==> config.mk <==
export PLATFORM = sky130hd
export DESIGN_NAME = pklpm_ram
export DESIGN_NICKNAME = d
export VERILOG_FILES = /design/src/rtl/pklpm_ram.sv
export SDC_FILE = /design/constraint.sdc
export NUM_CORES = 1
export LEC_CHECK = 0
export ABC_AREA = 1
export BUFFER_PORTS_ARGS = -buffer_cell sky130_fd_sc_hd__buf_2
export CAP_MARGIN = 15
export CORE_MARGIN = 1.5
export CORE_UTILIZATION = 35
export CTS_CLUSTER_DIAMETER = 60
export DETAILED_ROUTE_END_ITERATION = 16
export PLACE_DENSITY = 0.54
export SLEW_MARGIN = 20
export SYNTH_ARGS = -nofsm -noshare
export SYNTH_HDL_FRONTEND = slang
export SYNTH_SLANG_ARGS = --single-unit
export TNS_END_PERCENT = 5
==> constraint.sdc <==
create_clock -name clk -period 2 [get_ports clk]
set_input_delay 0.2 -clock clk [delete_from_list [all_inputs] [get_ports clk]]
set_output_delay 0.2 -clock clk [all_outputs]
set_load 0.01 [all_outputs]
==> src/rtl/pklpm_ram.sv <==
`timescale 1ns / 1ps
// ----------------------------------------------------------------------------
// pklpm_ram
// Generic single write port, single read port RAM with registered read.
// ----------------------------------------------------------------------------
module pklpm_ram #(
  parameter int WIDTH = 8,
  parameter int DEPTH = 64
) (
  input  logic                     clk,
  input  logic                     wr_en,
  input  logic [$clog2(DEPTH)-1:0] wr_addr,
  input  logic [WIDTH-1:0]         wr_data,
  input  logic [$clog2(DEPTH)-1:0] rd_addr,
  output logic [WIDTH-1:0]         rd_data
);

  logic [WIDTH-1:0] mem_r [DEPTH];
  logic [WIDTH-1:0] rd_data_r;

  always_ff @(posedge clk) begin
    if (wr_en) begin
      mem_r[wr_addr] <= wr_data;
    end
    rd_data_r <= mem_r[rd_addr];
  end

  assign rd_data = rd_data_r;

endmodule

## Word-level counts from Yosys, hierarchy flattened

Memories as Yosys holds them, arrays and structs flattened. A register that Yosys moved wholly into a read port is not among the register bits.
Index checks and enable logic that the tools add are counted.

| word-level totals | value |
|---|---|
| register bits | 0 |
| memories kept | 1 |
| word-level logic and storage cells | 3 |
| bits in writable memories | 512 |
| output and inout port bits | 8 |

Memories:

| name | depth | width | rd ports | clocked after Yosys merged registers in | wr ports | line | source |
|---|---|---|---|---|---|---|---|
| mem_r | 64 | 8 | 1 | 1 | 1 | 18 | `logic [WIDTH-1:0] mem_r [DEPTH];` |

| cells by class | value |
|---|---|
| mux-type cells | 2 |

Operators by type and width:

| operator | count |
|---|---|
| $mux W1 | 2 |

## Longest topological paths before layout

| logic depth | value |
|---|---|
| depth after elaboration | 2 |
| depth in mapped cells | 12 |
| depth with buffers taken out | 9 |

## Worst setup path after synthesis

No wires, ideal clock.

| timing path | value |
|---|---|
| path kind | input -> register |
| start | input wr_en |
| end | memory mem_r[48][0] (enable) |
| setup time | 395 ps |
| arrival | 1571 ps |
| path buffers | 1 |
| stages on the path | 3 |
| path slack | 34 ps |
| cell sequence | clkbuf_1 -> nand4_1 -> nor4_1 |

| between the ends | value |
|---|---|
| word-level cells in the longest chain between the ends | 2 |

Ends and longest elaborated chain:

| what | line | source |
|---|---|---|
| from (decl) | 11 | `input logic wr_en,` |
| $mux W1 | 22 | `if (wr_en) begin` |
| $mux W1 (not written as such) | 23 | `mem_r[wr_addr] <= wr_data;` |
| to (decl) | 18 |  |

No other way between the ends.

==> run_results.csv <==
group,metric,value,unit
critical_path,slowest_stage,"edfxtp_1",
clock_network,numCtsBuffers,54,
grt,antenna_found_initial,2,
synth,syn_area_per_cell,11.8,sq um
layout,fin_nets,1924,
min_path,hold_depth,3,
critical_path,r2r-start,"mem_r[19][6]",
min_path,hp-class,"primary input to flip-flop",
power,combPwrFrac,0.065,
synth,synth_cell_types,16,
timing,slew_headroom,0.592,
critical_path,rr_endpoint,"rd_data[6]",
routing,drt-pass1-iter-count,5,
critical_path,worstSetupStartpointType,"flip-flop",
routing,vias_per_cell,5.16,
power,peakVddDrop,0.679,mV
power,p_leak,0.00901,uW
layout,final_common_cell,"nand2_1",
critical_path,critPathCaptureType,"flip-flop",
grt,grt_pass1_wl,86300,microns
grt,grt_pass1_vias,13500,
die,die_x,250,microns
timing,worst_clock_skew,0.00933,ns
layout,area_delta_synth_final,16.0,%
power,power_switching_share,0.223,
timing,worst_pin_slew,0.612,ns
die,rows,90,
critical_path,r2r_cells,8,
critical_path,cp.required,2.48,ns
clock_network,htreeDepth,2,
synth,ys_seq_area_frac,0.728,
routing,drt_first_iter_violations,1304,
routing,routedWlPerCell,20.9,microns
synth,yosysWarningCount,0,
die,core-area,60400,sq um
timing,finalCritPeriodShare,0.703,
grt,grt_max_degree,80,
clock_network,cts.sinks,520,
placement,io_buffers,29,
power,cellPowerDensity,965,nW/um^2
critical_path,cp.arrival,1.89,ns
min_path,hp-start,"rd_addr[5]",
clock_network,root_buffer,"clkbuf_16",
synth,synthCells,1805,
synth,synth_nets,1827,
placement,pre_cts_ws,0.159,ns
power,p_int,18600,uW
power,seqPwrFrac,0.506,
synth,ys_ff_latch,520,
run,cap_violations,0,
clock_network,cts_tree,"done",
placement,gp_congestion,0.854,
run_status,status,"finished, final reports clean",
min_path,whs_endpoint,"rd_data[3]",
layout,antenna-diode-count,0,
timing,hold_viol_final,0,
timing,finalSetupViolations,0,
power,p_switching,5330,uW
die,die_area,62500,sq um
routing,wl,57100,microns
clock_network,worstSkewPairLatency,0.61,ns
die,start_util,0.354,
timing,fin_setup_tns,0,ns
placement,place_hpwl,34500,microns
critical_path,path_cells,"nand2_1, nand3_1, nand3_1, nand2_1, nand2_1, nand3_1, nand3_1, nand2_1",
timing,fin_ws,0.594,ns
critical_path,path_class,"flip-flop to flip-flop",
timing,rsz0062_at_grt,"no",
grt,track_usage,0.182,
timing,clock.fmax,711,MHz
layout,register_area,15500,sq um
critical_path,worst-path-max-fanout,1,
timing,drv_slew,0,
layout,most-common-layout-cells,"nand2_1 (648), edfxtp_1 (512), nand3_1 (439), buf_4 (97), nor2_1 (56)",
routing,post-route-drc-count,0,
power,p_total,23900,uW
critical_path,r2r_slack,0.59,ns
clock_network,cts_buffer_depth,3,
routing,postRouteAntennaNets,0,
routing,num_vias,14100,
power,pwr-share-clk,0.428,
die,ios,30,
layout,drive_above_1_share,0.121,
layout,multi_input_area,4950,sq um
critical_path,slowest_delay,0.36,ns
die,dieHeight,250,microns
layout,n_fill_cell,5661,
grt,grt_overflow,0,
synth,syn_area,21300,sq um
timing,fin_crit,1.41,ns
clock_network,path_clk_slew,0.06,ns
-- power groups by stage --
stage	combinational, uW	sequential, uW	clock, uW
floorplan	848	12300	0
global placement	1550	12300	0
detailed placement	1550	12300	0
CTS	1560	12100	10400
global route	1700	12100	10800
finish	1560	12100	10200
-- repair_timing --
action                    in CTS  in global routing
hold endpoints to repair       3                  0
setup buffers                  0                  0
gates resized for setup        0                  0
hold buffers                   1                  0
-- final cells by class --
class / instances / share of cell area
inverters: 12 / 0.00212
flip-flops and latches: 520 / 0.628
repair buffers: 154 / 0.0584
clock inverters: 29 / 0.0134
multi-input cells: 1160 / 0.200
clock buffers: 70 / 0.0591
well taps: 782 / 0.0395
-- cell families (layout without fill, tap and decap cells) --
| group | after synthesis | in the layout | share of synthesized area |
|---|---|---|---|
| buffers and inverters | 125 | 265 | 0.0402 |
| DFF | 520 | 520 | 0.728 |
| and+or+nand+nor | 1160 | 1160 | 0.232 |
-- metrics by stage --
step | hold WS (ns) | area, sq um | utilization | std cells
2_1_floorplan | 0.299 | 21300 | - | 1805
3_3_place_gp | 0.628 | 22900 | 0.380 | 2627
3_5_place_dp | 0.628 | 22900 | 0.380 | 2627
4_1_cts | 0.00727 | 24800 | 0.410 | 2727
5_1_grt | 0.0582 | 24800 | 0.410 | 2727
6_report | 0.0612 | 24800 | 0.410 | 2727
-- registers in the layout, summed over array words and instances, names as in the netlist --
name     count
mem_r      512
rd_data      8
-- per-layer routing --
layer,vias to the layer above,track usage,part of all wire
met5,-,0,0.00046
met4,4,0.0453,0.019
met3,82,0.0305,0.073
met2,515,0.278,0.45
met1,6934,0.269,0.46
li1,6543,-,-
-- worst max-delay path by stage --
stage / endpoint / from
2_1_floorplan: mem_r[48][0] / wr_en
3_3_place_gp: rd_data[3] / rd_addr[0]
3_5_place_dp: rd_data[6] / rd_addr[0]
4_1_cts: rd_data[3] / rd_data[3]
5_1_grt: rd_data[4] / mem_r[19][4]
6_report: rd_data[6] / mem_r[19][6]
-- critical path, delay by kind of cell (launching register included) --
family,cells,cell delay [ns]
flip-flops,1,0.36
AND/OR/NAND/NOR,8,0.93
-- synth_stat cells --
cell type / n / share of area
edfxtp_1: 512 / 0.72
nand4_1: 9 / 0.0026
buf_6: 35 / 0.018
inv_1: 10 / 0.0018
dfxtp_1: 8 / 0.0075
nand3_1: 439 / 0.10
inv_2: 1 / 0.00018
clkbuf_1: 15 / 0.0026
inv_6: 1 / 0.00041
nor4_1: 8 / 0.0023
buf_8: 2 / 0.0014
nand2_1: 648 / 0.11
buf_4: 14 / 0.0049
nor2_1: 56 / 0.0099
buf_1: 10 / 0.0018
buf_2: 37 / 0.0087
Note: power is estimated with default switching activity, not from simulation.
